<file path="src/rtl/mrt_ram.sv">
// Generic single-write, single-read RAM with registered read data.
module mrt_ram #(
    parameter int WIDTH = 8,
    parameter int DEPTH = 16
) (
    input  logic                     clk,
    input  logic                     we,
    input  logic [$clog2(DEPTH)-1:0] waddr,
    input  logic [WIDTH-1:0]         wdata,
    input  logic [$clog2(DEPTH)-1:0] raddr,
    output logic [WIDTH-1:0]         rdata
);

    logic [WIDTH-1:0] mem [DEPTH];

    always_ff @(posedge clk)
    begin
        if (we)
        begin
            mem[waddr] <= wdata;
        end
        rdata <= mem[raddr];
    end

endmodule

</file>
<file path="config.mk">
export PLATFORM = sky130hd
export DESIGN_NAME = mrt_ram
export DESIGN_NICKNAME = d
export VERILOG_FILES = /design/src/rtl/mrt_ram.sv
export SDC_FILE = /design/constraint.sdc
export NUM_CORES = 1
export LEC_CHECK = 0
export ABC_AREA = 1
export BUFFER_PORTS_ARGS = -buffer_cell sky130_fd_sc_hd__buf_2
export CORE_ASPECT_RATIO = 0.75
export CORE_MARGIN = 5
export CORE_UTILIZATION = 65
export CTS_CLUSTER_DIAMETER = 150
export DETAILED_ROUTE_END_ITERATION = 8
export GPL_ROUTABILITY_DRIVEN = 0
export GPL_TIMING_DRIVEN = 0
export PLACE_DENSITY = 0.84
export SLEW_MARGIN = 15
export SYNTH_ARGS = -nofsm -noshare
export SYNTH_HDL_FRONTEND = slang
export SYNTH_SLANG_ARGS = --single-unit
</file>
<file path="constraint.sdc">
create_clock -name clk -period 2.7 [get_ports clk]
set_clock_uncertainty 0.15 [all_clocks]
set_input_delay 0 -clock clk [delete_from_list [all_inputs] [get_ports clk]]
set_output_delay 0 -clock clk [all_outputs]
set_load 0.02 [all_outputs]
</file>
==> impl_metrics.py <==
metrics = {
    "run_status": {
        "run_status": "completed",
    },
    "critical_path": {
        "req_time_crit_path_ns": 2.85,
        "critPathKind": "in -> reg",
        "critPathLaunchType": "primary input",
        "arrival_time_at_the_worst_endpoint_ns": 2.13,
        "critical_path.endpoint_type": "flip-flop",
        "worstPathMaxFanout": 10,
    },
    "synthesis": {
        "yosys_register_bits": 136,
        "synth-edff-count": 128,
        "synth_async_sr_flop_share": 0,
        "syn-instance-count": 551,
        "synthTopCellsByArea": "sky130_fd_sc_hd__edfxtp_1 67%, sky130_fd_sc_hd__nand2_1 11%, sky130_fd_sc_hd__nand3_1 8.4%, sky130_fd_sc_hd__inv_1 6.5%, sky130_fd_sc_hd__dfxtp_1 2.8%",
        "post_synth_xor_area_fraction": 0,
        "synth.largest_area_cell": "sky130_fd_sc_hd__edfxtp_1",
        "synth.distinct_cells": 12,
        "synthMostInstantiatedCell": "sky130_fd_sc_hd__nand2_1",
        "synth_area_mm2": 0.00577,
        "synth.area.mux_share": 0,
        "post-synth-top-area-fraction": 0.667,
        "seq_area_frac_synth": 0.694,
        "synth_simple_gate_area_frac": 0.210,
        "synth_warnings": 0,
        "mappedNetlistNets": 569,
        "synth-compound-area-share": 0,
        "leading_post_synthesis_cells_by_instance_count": "173 x sky130_fd_sc_hd__nand2_1, 128 x sky130_fd_sc_hd__edfxtp_1, 100 x sky130_fd_sc_hd__inv_1",
        "synth_top_family_by_area": "simple AND/OR/NAND/NOR gates",
        "postSynth.topFlopCell": "sky130_fd_sc_hd__edfxtp_1",
        "synth_adder_area_share": 0,
        "synth_area_per_cell_um2": 10.5,
    },
    "sta": {
        "layout_setup_ws_ns": 0.726,
        "slew_violations": 0,
        "clock.fmax_mhz": 507,
        "slew_headroom": 0.279,
        "max_slew.worst_pin.slew_ns": 1.08,
        "fin_setup_tns_ns": 0,
        "min_period_ns": 1.97,
        "grt_setup_unrepaired": "no",
        "share_of_the_clock_period_used_by_the_worst_path": 0.731,
        "hold_worst_slack_ns": 0.0639,
        "finalHoldViolCount": 0,
        "setup_viol": 0,
    },
    "grt": {
        "grt_antenna_before_repair": 0,
        "gr-usage-all-layers": 0.291,
        "globalRouteOverflowTotal": 0,
        "grt_pass1_wl_mm": 23.1,
        "vias_in_the_first_global_route": 4156,
        "grt_start_max_net_pins": 17,
    },
    "power_and_ir_drop": {
        "comb_power_share": 0.069,
        "power.density_mw_per_mm2": 757,
        "internal_power_mw": 3.92,
        "seq_power_share": 0.466,
        "total_leakage_power_nw": 2.94,
        "switching_component_of_the_power_mw": 1.17,
        "clkPwrFrac": 0.464,
        "power.share.switching": 0.230,
        "post-layout-total-power_mw": 5.09,
        "irDropWorstVdd_mv": 0.411,
    },
    "floorplanning": {
        "fp.dieH_um": 91.6,
        "std_cell_rows": 29,
        "fp.dieArea_mm2": 0.0109,
        "initial_core_util": 0.673,
        "io-pin-count": 26,
        "core_area_mm2": 0.00856,
        "die_width_um": 119,
    },
    "detailed_routing": {
        "num_vias": 4348,
        "vias_per_cell": 6.00,
        "drc": 0,
        "wire_per_inst_um": 21.0,
        "drt_iter0_drcs": 768,
        "drt.antenna.violating_nets": 0,
        "first_pass_iters": 8,
        "drt-total-wl_mm": 15.2,
    },
    "finish": {
        "fin_nets": 622,
        "antenna_cells_inserted": 0,
        "syn_to_final_growth_pct": 16.7,
        "fraction_of_final_layout_cells_sized_beyond_drive_strength_1": 0.125,
        "fin_area_mm2": 0.00673,
        "finalNonFillerCells": 725,
        "postLayoutCoreUtil": 0.786,
    },
    "placed_design": {
        "detailedPlacementHpwl_mm": 8.92,
        "io_buffers": 22,
        "pre_cts_slack_ns": 1.08,
        "placed_cells_incl_taps": 681,
        "detailed_place.area_mm2": 0.00601,
    },
    "clocking": {
        "post_cts_resize_count": 0,
        "cts.hold.buffers_added": 12,
        "clk_latency_ns": 0.42,
        "clk_root_buffer_cell": "sky130_fd_sc_hd__clkbuf_16",
        "clock_tree_from_tritoncts": "yes",
        "clock_sink_count": 136,
        "post_cts_buffers": 0,
        "ctsLongestPathBuffers": 2,
        "clk_pin_slew_worst_paths_ns": 0.06,
        "htree_levels": 4,
        "cts-buffers-inserted": 17,
    },
    "worst_hold_path": {
        "min-delay-path-class": "in -> reg",
    },
    "job": {
        "drv_cap": 0,
    },
}
-- worst paths after layout --
path / from / to / slack, ns / cells past startpoint
min: we / mem[1][5] / 0.06 / 3
max reg2reg: mem[11][4] / rdata[4] / 0.89 / 7
max: raddr[2] / rdata[4] / 0.73 / 8
min reg2reg: mem[12][5] / rdata[5] / 0.58 / 6
-- state kept, by name, summed over array words and instances (netlist names) --
signal,cells
mem,128
rdata,8
-- per-layer routing --
layer | track usage | wire length, um | vias to the layer above
met5 | 0 | 0 | -
met4 | 0.112 | 651 | 0
met3 | 0.0894 | 2080 | 77
met2 | 0.446 | 6800 | 377
met1 | 0.396 | 5680 | 2012
li1 | - | - | 1882
-- power groups by stage --
stage                     clock, mW  combinational (mW)  sequential, mW
after floorplan                   0               0.167            2.43
after global placement            0               0.305            2.41
after detailed placement          0               0.314            2.42
after CTS                      2.36               0.337            2.37
after global routing           2.45               0.376            2.38
final                          2.37               0.353            2.38
-- cells in the final DEF, fill, tap and decap left out --
cell type                       netlist  layout
sky130_fd_sc_hd__inv_1              100     100
sky130_fd_sc_hd__dlygate4sd3_1        0      12
sky130_fd_sc_hd__clkbuf_1             0       1
sky130_fd_sc_hd__inv_6                0       4
sky130_fd_sc_hd__bufinv_16            0       3
sky130_fd_sc_hd__buf_4                4       4
sky130_fd_sc_hd__nand3_1             97      97
sky130_fd_sc_hd__buf_1                1       1
sky130_fd_sc_hd__buf_2               13      35
sky130_fd_sc_hd__clkinv_2             0       1
sky130_fd_sc_hd__inv_2                2       2
sky130_fd_sc_hd__dfxtp_1              8       8
sky130_fd_sc_hd__edfxtp_1           128     128
sky130_fd_sc_hd__nand3b_1             2       2
sky130_fd_sc_hd__clkbuf_16            0      17
sky130_fd_sc_hd__nor2_1              17      17
sky130_fd_sc_hd__nand2_1            173     173
sky130_fd_sc_hd__clkinvlp_4           0       5
sky130_fd_sc_hd__clkinv_1             0       1
sky130_fd_sc_hd__buf_6                6       6
-- layout make-up --
class                           count  area, um2
Inverter                          102        383
Tap cell                          108        135
Sequential cell                   136       4000
Clock buffer                       18        429
Fill cell                         490       1830
Multi-Input combinational cell    289       1210
Timing Repair Buffer               34        230
Buffer                             24        166
Clock inverter                     14        171
-- cells by family after synthesis --
kind of cell	count (synthesis)
simple gates	289
buf+inv	126
flops	136
-- worst max-delay path: stages --
cell	delay (ns)
sky130_fd_sc_hd__dlygate4sd3_1	0.53
sky130_fd_sc_hd__buf_2	0.18
sky130_fd_sc_hd__inv_1	0.26
sky130_fd_sc_hd__buf_4	0.26
sky130_fd_sc_hd__nand3_1	0.15
sky130_fd_sc_hd__nand3_1	0.10
sky130_fd_sc_hd__nand2_1	0.07
sky130_fd_sc_hd__dlygate4sd3_1	0.57
No activity file was read; power rests on OpenSTA's default activity.
