[src/rtl/mrt_pkg.sv]
// Types and constants shared by the memory region table modules.
package mrt_pkg;

    localparam int MAX_RESULTS = 64;
    localparam int START_W = 64;
    localparam int LEN_W = 48;
    localparam int HANDLE_W = 32;
    localparam int REFS_W = 16;
    localparam int RES_CNT_W = $clog2(MAX_RESULTS + 1);

    typedef enum logic [2:0] {
        CMD_INSERT  = 3'd0,
        CMD_REMOVE  = 3'd1,
        CMD_RELEASE = 3'd2,
        CMD_FIND    = 3'd3,
        CMD_RETAIN  = 3'd4
    } cmd_t;

    typedef enum logic [2:0] {
        ST_OK        = 3'd0,
        ST_DUPLICATE = 3'd1,
        ST_FULL      = 3'd2,
        ST_NOT_FOUND = 3'd3,
        ST_DECREMENT = 3'd4,
        ST_REMOVED   = 3'd5,
        ST_MATCH     = 3'd6,
        ST_NO_MATCH  = 3'd7
    } status_t;

    typedef enum logic [1:0] {
        SCAN_START,
        SCAN_HANDLE,
        SCAN_FIND
    } scan_mode_t;

    typedef enum logic [2:0] {
        FSM_CLEAR,
        FSM_IDLE,
        FSM_SCAN,
        FSM_DRAIN,
        FSM_DECIDE
    } fsm_t;

    typedef struct packed {
        logic                valid;
        logic [START_W-1:0]  start;
        logic [LEN_W-1:0]    length;
        logic [HANDLE_W-1:0] handle;
        logic [REFS_W-1:0]   refs;
    } entry_t;

    typedef struct packed {
        logic       clear;
        logic       vld;
        scan_mode_t mode;
    } scan_ctl_t;

endpackage

[src/rtl/mrt_scan.sv]
// Shared compare unit that checks one table entry per cycle and keeps the best hit.
module mrt_scan #(
    parameter int TABLE_DEPTH = 64
) (
    input  logic                                  clk,
    input  logic                                  rst_n,
    input  mrt_pkg::scan_ctl_t                    ctl,
    input  logic [$clog2(TABLE_DEPTH)-1:0]        idx,
    input  mrt_pkg::entry_t                       entry,
    input  logic [mrt_pkg::START_W-1:0]           key_addr,
    input  logic [mrt_pkg::LEN_W-1:0]             key_len,
    input  logic [mrt_pkg::HANDLE_W-1:0]          key_handle,
    input  logic                                  have_prev,
    input  logic [mrt_pkg::START_W-1:0]           prev_start,
    output logic                                  found,
    output mrt_pkg::entry_t                       best,
    output logic [$clog2(TABLE_DEPTH)-1:0]        best_idx,
    output logic                                  free_found,
    output logic [$clog2(TABLE_DEPTH)-1:0]        free_idx
);

    localparam int IW = $clog2(TABLE_DEPTH);

    logic                          found_reg;
    logic                          found_next;
    logic                          free_found_reg;
    logic                          free_found_next;
    mrt_pkg::entry_t               best_reg;
    logic [IW-1:0]                 best_idx_reg;
    logic [IW-1:0]                 free_idx_reg;
    logic [mrt_pkg::START_W-1:0]   ent_len;
    logic [mrt_pkg::START_W-1:0]   qry_len;
    logic                          end_above;
    logic                          start_below;
    logic                          hit;
    logic                          take;
    logic                          take_free;

    assign ent_len = {{(mrt_pkg::START_W - mrt_pkg::LEN_W){1'b0}}, entry.length};
    assign qry_len = {{(mrt_pkg::START_W - mrt_pkg::LEN_W){1'b0}}, key_len};
    assign end_above = (entry.start > key_addr) || ((key_addr - entry.start) < ent_len);
    assign start_below = (entry.start < key_addr) || ((entry.start - key_addr) < qry_len);

    always_comb
    begin
        case (ctl.mode)
            mrt_pkg::SCAN_START:
                hit = entry.valid && (entry.start == key_addr) && !found_reg;
            mrt_pkg::SCAN_HANDLE:
                hit = entry.valid && (entry.handle == key_handle)
                      && (!found_reg || (entry.start < best_reg.start));
            mrt_pkg::SCAN_FIND:
                hit = entry.valid && end_above && start_below
                      && (!have_prev || (entry.start > prev_start))
                      && (!found_reg || (entry.start < best_reg.start));
            default:
                hit = 1'b0;
        endcase
    end

    assign take = ctl.vld && hit;
    assign take_free = ctl.vld && !entry.valid && !free_found_reg;
    assign found_next = ctl.clear ? 1'b0 : (found_reg || take);
    assign free_found_next = ctl.clear ? 1'b0 : (free_found_reg || take_free);

    always_ff @(posedge clk or negedge rst_n)
    begin
        if (!rst_n)
        begin
            found_reg <= 1'b0;
            free_found_reg <= 1'b0;
        end
        else
        begin
            found_reg <= found_next;
            free_found_reg <= free_found_next;
        end
    end

    always_ff @(posedge clk)
    begin
        if (take && !ctl.clear)
        begin
            best_reg <= entry;
            best_idx_reg <= idx;
        end
        if (take_free && !ctl.clear)
        begin
            free_idx_reg <= idx;
        end
    end

    assign found = found_reg;
    assign best = best_reg;
    assign best_idx = best_idx_reg;
    assign free_found = free_found_reg;
    assign free_idx = free_idx_reg;

endmodule

[config.mk]
export PLATFORM = sky130hd
export DESIGN_NAME = mrt_scan
export DESIGN_NICKNAME = d
export VERILOG_FILES = /design/src/rtl/mrt_pkg.sv /design/src/rtl/mrt_scan.sv
export SDC_FILE = /design/constraint.sdc
export NUM_CORES = 1
export LEC_CHECK = 0
export BUFFER_PORTS_ARGS = -buffer_cell sky130_fd_sc_hd__buf_2
export CORE_AREA = 2 2 216 218
export DETAILED_ROUTE_END_ITERATION = 7
export DIE_AREA = 0 0 218 220
export PLACE_DENSITY_LB_ADDON = 0.12
export SLEW_MARGIN = 20
export SYNTH_ARGS = -nofsm -noshare
export SYNTH_HDL_FRONTEND = slang
export SYNTH_SLANG_ARGS = --single-unit
[constraint.sdc]
create_clock -name clk -period 11.7 [get_ports clk]
set_input_delay 3.51 -clock clk [delete_from_list [all_inputs] [get_ports clk]]
set_output_delay 3.51 -clock clk [all_outputs]
set_load 0.02 [all_outputs]
==> results of run 1 <==
[routing by layer]
| layer | GRT usage | vias up | share of wire |
|---|---|---|---|
| li1 | - | 9475 | - |
| met1 | 0.4298 | 9759 | 0.42 |
| met2 | 0.5745 | 878 | 0.48 |
| met3 | 0.04886 | 116 | 0.064 |
| met4 | 0.1211 | 2 | 0.032 |
| met5 | 0 | - | 0.00011 |
[power breakdown]
group	switching, mW	total, mW	internal (mW)
Clock	0.331	0.630	0.299
Combinational	0.594	0.948	0.353
Sequential	0.00239	0.697	0.695
Total	0.928	2.28	1.35
[path summary, 6_finish.rpt]
path,cells past startpoint,from,to
max,23,entry[107],best[127]
min,2,free_found,free_found
max reg2reg,14,best[147],best[127]
min reg2reg,2,free_found,free_found
max in group asynchronous,1,rst_n,found
min in group asynchronous,1,rst_n,free_found
[synth_stat cells, types with 23 or more instances]
library cell / instances
sky130_fd_sc_hd__a211oi_1: 23
sky130_fd_sc_hd__a21o_1: 64
sky130_fd_sc_hd__a21oi_1: 255
sky130_fd_sc_hd__clkbuf_1: 39
sky130_fd_sc_hd__edfxtp_1: 173
sky130_fd_sc_hd__ha_1: 351
sky130_fd_sc_hd__inv_1: 374
sky130_fd_sc_hd__nand2_1: 125
sky130_fd_sc_hd__nand3_1: 41
sky130_fd_sc_hd__nand4_1: 104
sky130_fd_sc_hd__nor2_1: 129
sky130_fd_sc_hd__nor3_1: 33
sky130_fd_sc_hd__nor4_1: 23
sky130_fd_sc_hd__o211ai_1: 26
sky130_fd_sc_hd__o21a_1: 34
sky130_fd_sc_hd__o21ai_0: 130
sky130_fd_sc_hd__o21bai_1: 31
sky130_fd_sc_hd__xnor2_1: 99
sky130_fd_sc_hd__xor2_1: 42
[placed cells by master (no fill, tap or decap), types with 33 or more instances in the layout]
cell type | Yosys | layout
sky130_fd_sc_hd__a21o_1 | 64 | 64
sky130_fd_sc_hd__a21oi_1 | 255 | 255
sky130_fd_sc_hd__inv_1 | 374 | 374
sky130_fd_sc_hd__edfxtp_1 | 173 | 173
sky130_fd_sc_hd__nand4_1 | 104 | 104
sky130_fd_sc_hd__nor2_1 | 129 | 129
sky130_fd_sc_hd__o21ai_0 | 130 | 130
sky130_fd_sc_hd__xnor2_1 | 99 | 99
sky130_fd_sc_hd__xor2_1 | 42 | 42
sky130_fd_sc_hd__ha_1 | 351 | 351
sky130_fd_sc_hd__nand3_1 | 41 | 41
sky130_fd_sc_hd__nor3_1 | 33 | 33
sky130_fd_sc_hd__buf_2 | 20 | 556
sky130_fd_sc_hd__o21a_1 | 34 | 34
sky130_fd_sc_hd__nand2_1 | 125 | 125
[critical path, stage by stage]
cell	delay [ns]
sky130_fd_sc_hd__buf_2	0.15
sky130_fd_sc_hd__inv_1	0.06
sky130_fd_sc_hd__ha_1	0.55
sky130_fd_sc_hd__nand4_1	0.26
sky130_fd_sc_hd__nor3_1	0.46
sky130_fd_sc_hd__a21bo_2	0.20
sky130_fd_sc_hd__a211o_1	0.30
sky130_fd_sc_hd__a21boi_1	0.27
sky130_fd_sc_hd__o31ai_1	0.92
sky130_fd_sc_hd__xor2_1	0.30
sky130_fd_sc_hd__ha_1	0.39
sky130_fd_sc_hd__nand2_1	0.09
sky130_fd_sc_hd__nor2_1	0.04
sky130_fd_sc_hd__a2111oi_0	0.49
sky130_fd_sc_hd__o31ai_1	0.16
sky130_fd_sc_hd__a21o_1	0.19
sky130_fd_sc_hd__nor2_1	0.08
sky130_fd_sc_hd__nand4_1	0.09
sky130_fd_sc_hd__mux2_2	0.28
sky130_fd_sc_hd__nor3_1	0.21
sky130_fd_sc_hd__nand4_1	0.28
sky130_fd_sc_hd__a32oi_4	0.32
sky130_fd_sc_hd__buf_12	0.50
[logic make-up (layout without fill, tap and decap cells)]
family | after synthesis | after routing | share of synthesized area
multiplexers | 8 | 8 | 0.004254
AND/OR/NAND/NOR | 518 | 518 | 0.1305
other | 0 | 4 | 0
buffers and inverters | 440 | 968 | 0.08585
flip-flops | 175 | 175 | 0.2662
XOR/XNOR | 141 | 141 | 0.06267
AO/OA/AOI/OAI | 698 | 698 | 0.2256
adder cells (fa/ha/maj) | 353 | 353 | 0.2249
[layout make-up]
cell class,instances,area share
Clock buffer,17,0.01795
Antenna cell,4,0.0004223
Timing Repair Buffer,562,0.1198
Clock inverter,15,0.009186
Multi-Input combinational cell,1718,0.5400
Inverter,374,0.05923
Tap cell,607,0.03205
Sequential cell,175,0.2213
[metrics by stage]
step | util | setup WS [ns] | hold WS, ns | std cells | total power [mW]
after floorplan | - | 0.6996 | 0.6110 | 2333 | 1.297
after global placement | 0.5025 | 1.264 | 0.5012 | 3436 | 1.622
after detailed placement | 0.5025 | 1.230 | 0.5126 | 3436 | 1.635
after CTS | 0.5165 | 1.754 | 0.5347 | 3468 | 2.269
after global routing | 0.5168 | 1.176 | 0.6189 | 3472 | 2.391
final | 0.5168 | 1.550 | 0.5369 | 3472 | 2.275
==> reports/metrics.cfg, run 1 <==
[die]
die_w_microns = 218
floorplan.initialDensity = 0.4296
floorplan.die_area_sq_um = 47960
core_region_area_sq_um = 45860
die_height_microns = 220
floorplan.rows = 79
ioPinCount = 557

[timing]
final-max-slew-violation-count = 0
finalHoldViolCount = 0
rsz0062_at_grt = no
timing_worst_slew_pin_value_ns = 1.135
skew_ns = 0.02154
clock.fmax_ghz = 0.09853
final.period_utilization = 0.8675
setup_viol = 0
fin_tns_setup_ns = 0
finalWorstPathRequiredPeriod_ns = 10.15
maxSlewHeadroom = 0.2418

[synth]
yosys.area.top_type = sky130_fd_sc_hd__edfxtp_1
synth.yosys.warnings = 0
postSynthRegisterBits = 175
synth-edff-count = 173
post_synth_main_area_contributors = sky130_fd_sc_hd__edfxtp_1, sky130_fd_sc_hd__ha_1, sky130_fd_sc_hd__inv_1
async_flop_share = 0.01143
postSynthCellCount = 2333
synthesis.nets = 3068
yosysUniqueCellTypes = 81
yosysTopAreaCellShare = 0.2637
synth_flop_cell = sky130_fd_sc_hd__edfxtp_1
postSynthAreaPerCell_sq_um = 8.446
post_synthesis_cell_area_sq_um = 19700
sequential_share_of_the_synthesized_area = 0.2662

[power]
cellLeakagePower_nw = 11.52
power.density_nw_per_um2 = 95.99
ir_worst_vdd_uv = 101.6

[cells_and_area]
finish.instance_area_sq_um = 23700
layout-area-overhead-vs-synth_pct = 20.28
final-seq-area_sq_um = 5245
final_nets = 3583
largest_register_ff_count = 161
multi_input_comb_area_sq_um = 12800
fillers = 4508
drive_gt1_frac = 0.2181

[grt]
wire_length_of_the_first_global_routing_pass_microns = 118900
groute.usage.overall = 0.3357
number_of_global_route_vias_before_repair = 18923
number_of_antenna_violations_at_the_first_check_in_global_routing = 9
grt_start_max_net_pins = 124
overflow = 0

[job]
cap_viol_max_count = 0

[clock_tree]
clkLatencyLatePin_ns = 0.51
postCtsSetupBuffers = 0
cts_resized = 0
tritoncts = done
cts.path.max_buffers = 2
cts.root.buffer_cell = sky130_fd_sc_hd__clkbuf_16
clkSinkCount = 175
cts_max_level = 4
cts_inserted_buffers = 17
hold_buffers = 0
worst_setup_hold_path_clk_slew_ns = 0.08

[place]
post-dp-hpwl_microns = 71950
globalplace.congestion = 1.025
port_buffers = 556
post_dp_cell_area_sq_um = 23050

[routing]
detail_route.drc_violations = 0
detail_route.wl_per_cell_microns = 23.86
drt.antenna.violating_nets = 0
avgViaCountPerCell = 5.827
dr_total_vias = 20230
postRouteWirelength_microns = 82830
dr.first_iter.drc_count = 1943
drt_pass1_iterations = 6

[critical_path]
worst_setup_path_start_kind = input port
crit_required_ns = 11.84
crit_type = input port to register
reg2reg_setup_slack_ns = 6.23
peak_fanout_along_the_critical_path = 123
cp.arrival_ns = 10.28
cp-end-kind = register

[outcome]
outcome = finished clean

[hold_path]
min-delay-path-class = register to register

Power figures use the tool's default switching activity.
==> inputs of run 2 (changes only) <==
--- a/config.mk
+++ b/config.mk
@@ -5,10 +5,11 @@
 export SDC_FILE = /design/constraint.sdc
 export NUM_CORES = 1
 export LEC_CHECK = 0
+export ABC_AREA = 1
 export BUFFER_PORTS_ARGS = -buffer_cell sky130_fd_sc_hd__buf_2
-export CORE_AREA = 2 2 216 218
+export CORE_MARGIN = 2
+export CORE_UTILIZATION = 50
 export DETAILED_ROUTE_END_ITERATION = 7
-export DIE_AREA = 0 0 218 220
 export PLACE_DENSITY_LB_ADDON = 0.12
 export SLEW_MARGIN = 20
 export SYNTH_ARGS = -nofsm -noshare
==> run 2 against run 1 <==
  * Clock skew decreased by 0.0061 ns
  * Sequential power hardly changed
  * Worst hold slack lost 0.031 ns
  * Cell count up 29%
  * Utilization up 7.6 points
  * Combinational power grew 5%
  * Synthesized cell count grew 42%
  * Largest power group unchanged
==> reports/metrics.cfg, run 2 <==
[synth]
synth.cells.most_frequent = sky130_fd_sc_hd__nand2_1, sky130_fd_sc_hd__inv_1, sky130_fd_sc_hd__ha_1
synth_flop_cell = sky130_fd_sc_hd__edfxtp_1
yosysTopAreaCellShare = 0.2338  ; -0.02990
yosysUniqueCellTypes = 46  ; -43%
synthesis.nets = 4059  ; +32%
sequential_share_of_the_synthesized_area = 0.2360  ; -0.03018
async_flop_share = 0.01143  ; unchanged
postSynthRegisterBits = 175  ; unchanged
synth.yosys.warnings = 0  ; unchanged
count_leader_synth = sky130_fd_sc_hd__nand2_1
post_synth_main_area_contributors = sky130_fd_sc_hd__edfxtp_1, sky130_fd_sc_hd__ha_1, sky130_fd_sc_hd__nand2_1
post_synthesis_cell_area_sq_um = 22220  ; +13%
postSynthAreaPerCell_sq_um = 6.686  ; -21%
yosys.area.top_type = sky130_fd_sc_hd__edfxtp_1
postSynthCellCount = 3324  ; +42%
synth-edff-count = 173  ; unchanged

[grt]
number_of_antenna_violations_at_the_first_check_in_global_routing = 14  ; +5
grt_start_max_net_pins = 105  ; -15%
wire_length_of_the_first_global_routing_pass_microns = 117800  ; -0.87%
number_of_global_route_vias_before_repair = 21099  ; +11%
overflow = 0  ; unchanged
groute.usage.overall = 0.3362  ; +0.0004953

[cells_and_area]
instances_no_fill = 4464  ; +29%
finish.utilization = 0.5931  ; +0.07630
layout-area-overhead-vs-synth_pct = 17.49
final_common_cell = sky130_fd_sc_hd__nand2_1
final_nets = 4587  ; +28%
layout.cells.most_common_list = sky130_fd_sc_hd__nand2_1, sky130_fd_sc_hd__inv_1, sky130_fd_sc_hd__buf_2
multi_input_comb_area_sq_um = 13610  ; +6.3%
drive_gt1_frac = 0.1894  ; -0.02871
largest_register_ff_count = 161  ; unchanged
final-seq-area_sq_um = 5245  ; unchanged
fillers = 4498  ; -0.22%

[hold_path]
hp-start = free_found
min-delay-path-class = register to register

[clock_tree]
clkSinkCount = 175  ; unchanged
cts_inserted_buffers = 17  ; unchanged
tritoncts = done
hold_buffers = 0  ; unchanged
worst_setup_hold_path_clk_slew_ns = 0.07  ; about the same
cts_resized = 0  ; unchanged
cts.path.max_buffers = 2  ; unchanged
cts_max_level = 4  ; unchanged
postCtsSetupBuffers = 0  ; unchanged
clkLatencyLatePin_ns = 0.50  ; about the same
cts.root.buffer_cell = sky130_fd_sc_hd__clkbuf_16

[timing]
skew_ns = 0.01544  ; -0.006098 ns
clock.fmax_ghz = 0.1169  ; +19%
fin_tns_setup_ns = 0  ; unchanged
final-max-slew-violation-count = 0  ; unchanged
rsz0062_at_grt = no
hold_ws_ns = 0.5064  ; -0.03056 ns
finalHoldViolCount = 0  ; unchanged
setup_viol = 0  ; unchanged
finalWorstPathRequiredPeriod_ns = 8.557  ; -1.592 ns
timing_worst_slew_pin_value_ns = 1.053  ; -0.08165 ns
final.period_utilization = 0.7314  ; -0.1361
maxSlewHeadroom = 0.2977  ; +0.05589

[die]
floorplan.die_area_sq_um = 46150  ; -3.8%
floorplan.rows = 77  ; -2.5%
floorplan.initialDensity = 0.5048  ; +0.07514
core_region_area_sq_um = 44030  ; -4.0%
die_w_microns = 214.8  ; -1.5%
ioPinCount = 557  ; unchanged
die_height_microns = 214.8  ; -2.4%

[routing]
dr.first_iter.drc_count = 2172  ; +12%
drt_pass1_iterations = 6  ; unchanged
drt.antenna.violating_nets = 0  ; unchanged
avgViaCountPerCell = 5.050  ; -13%
detail_route.drc_violations = 0  ; unchanged
detail_route.wl_per_cell_microns = 17.77  ; -26%
dr_total_vias = 22545  ; +11%
postRouteWirelength_microns = 79330  ; -4.2%

[critical_path]
crit_type = input port to register
worstReg2RegStart = best[145]
cp.arrival_ns = 8.71  ; -1.57 ns
reg2reg_setup_slack_ns = 7.59  ; +1.36 ns
peak_fanout_along_the_critical_path = 104  ; -15%
worst_path_most_repeated_cell = sky130_fd_sc_hd__nand2_1
crit_required_ns = 11.85  ; about the same
worst_setup_path_start_kind = input port
worst_setup_path_startpoint = entry[98]
crit_slowest_cell = sky130_fd_sc_hd__inv_6
cp-end-kind = register
crit_path_max_incr_delay_ns = 0.67  ; -0.25 ns

[power]
power_report.internal_total_mw = 1.360  ; +0.99%
power.share.clock = 0.266  ; -0.011
ir_worst_vdd_uv = 94.61  ; -6.9%
power_switching_share = 0.4119  ; +0.004041
cellLeakagePower_nw = 15.19  ; +32%
power_frac_seq = 0.301  ; -0.005
total_switching_power_mw = 0.9530  ; +2.7%
pwr-share-comb = 0.433  ; +0.016
power.density_nw_per_um2 = 88.60  ; -7.7%

[job]
cap_viol_max_count = 0  ; unchanged

[place]
numPlacedInstances = 4425  ; +29%
port_buffers = 556  ; unchanged
post-dp-hpwl_microns = 70190  ; -2.4%
globalplace.congestion = 1.053  ; +2.8%

[outcome]
outcome = finished clean

-- run 2: changes by cell type after synthesis, moves of 32 or more --
cell	before	now
sky130_fd_sc_hd__nand2_1	125	1076
sky130_fd_sc_hd__inv_1	374	794
sky130_fd_sc_hd__o21ai_0	130	42
sky130_fd_sc_hd__a21o_1	64	3
sky130_fd_sc_hd__nand4_1	104	49
sky130_fd_sc_hd__xnor2_1	99	49
sky130_fd_sc_hd__nand3_1	41	89
sky130_fd_sc_hd__clkbuf_1	39	0
sky130_fd_sc_hd__nor2_2	0	39
sky130_fd_sc_hd__a21oi_1	255	222
sky130_fd_sc_hd__nand2_2	1	33
-- run 2: logic make-up (layout without fill, tap and decap cells) --
| kind of cell | after synthesis | after routing | share of synthesized area |
|---|---|---|---|
| DFF | 175 | 175 | 0.2360 |
| buffers and inverters | 871 | 1412 | 0.1517 |
| xor gates and xnor gates | 112 | 112 | 0.04414 |
| other | 0 | 7 | 0 |
| adders and majority gates | 353 | 353 | 0.1994 |
| and+or+nand+nor | 1477 | 1477 | 0.2850 |
| AOI/OAI and AO/OA | 336 | 336 | 0.08372 |
-- run 2: path summary, 6_finish.rpt --
kind                         endpoint  depth (start not counted)
max reg2reg                 best[113]                         16
min                        free_found                          2
min in group asynchronous       found                          1
max                         best[113]                         36
min reg2reg                free_found                          2
max in group asynchronous  free_found                          1
-- run 2: area by class of cell --
type,count,area share
Antenna cell,7,0.0006709
Multi-Input combinational cell,2278,0.5211
Timing Repair Buffer,557,0.1073
Inverter,823,0.1185
Tap cell,592,0.02837
Clock buffer,17,0.01629
Clock inverter,15,0.006852
Sequential cell,175,0.2009
-- run 2: power groups by stage --
stage               registers (mW)  clock network [mW]  logic [mW]
finish                       0.697               0.615        1.00
global route                 0.698               0.646        1.11
CTS                          0.697               0.623       0.980
detailed placement           0.711                   0       0.975
global placement             0.711                   0       0.971
floorplan                    0.720                   0       0.626
-- run 2: worst max-delay path: cells and delay by family --
kind                     cells  cell delay, ns
XOR/XNOR                     1            0.32
buffers and inverters        7            1.42
AND/OR/NAND/NOR             23            2.23
AO/OA/AOI/OAI                3            0.35
adder cells (fa/ha/maj)      2            0.76
-- run 2: per-layer routing --
metal	track usage	up-vias	wire [microns]
li1	-	11359	-
met1	0.4439	10133	34070
met3	0.04897	104	6511
met5	0	-	0
met2	0.5657	949	36570
met4	0.1081	0	2186
-- run 2: stage by stage --
step	area (sq um)	total power, mW	setup WS, ns
global placement	25490	1.682	2.714
global route	26110	2.452	2.707
CTS	26090	2.300	3.218
detailed placement	25490	1.687	2.699
finish	26110	2.313	3.143
floorplan	22220	1.346	1.598
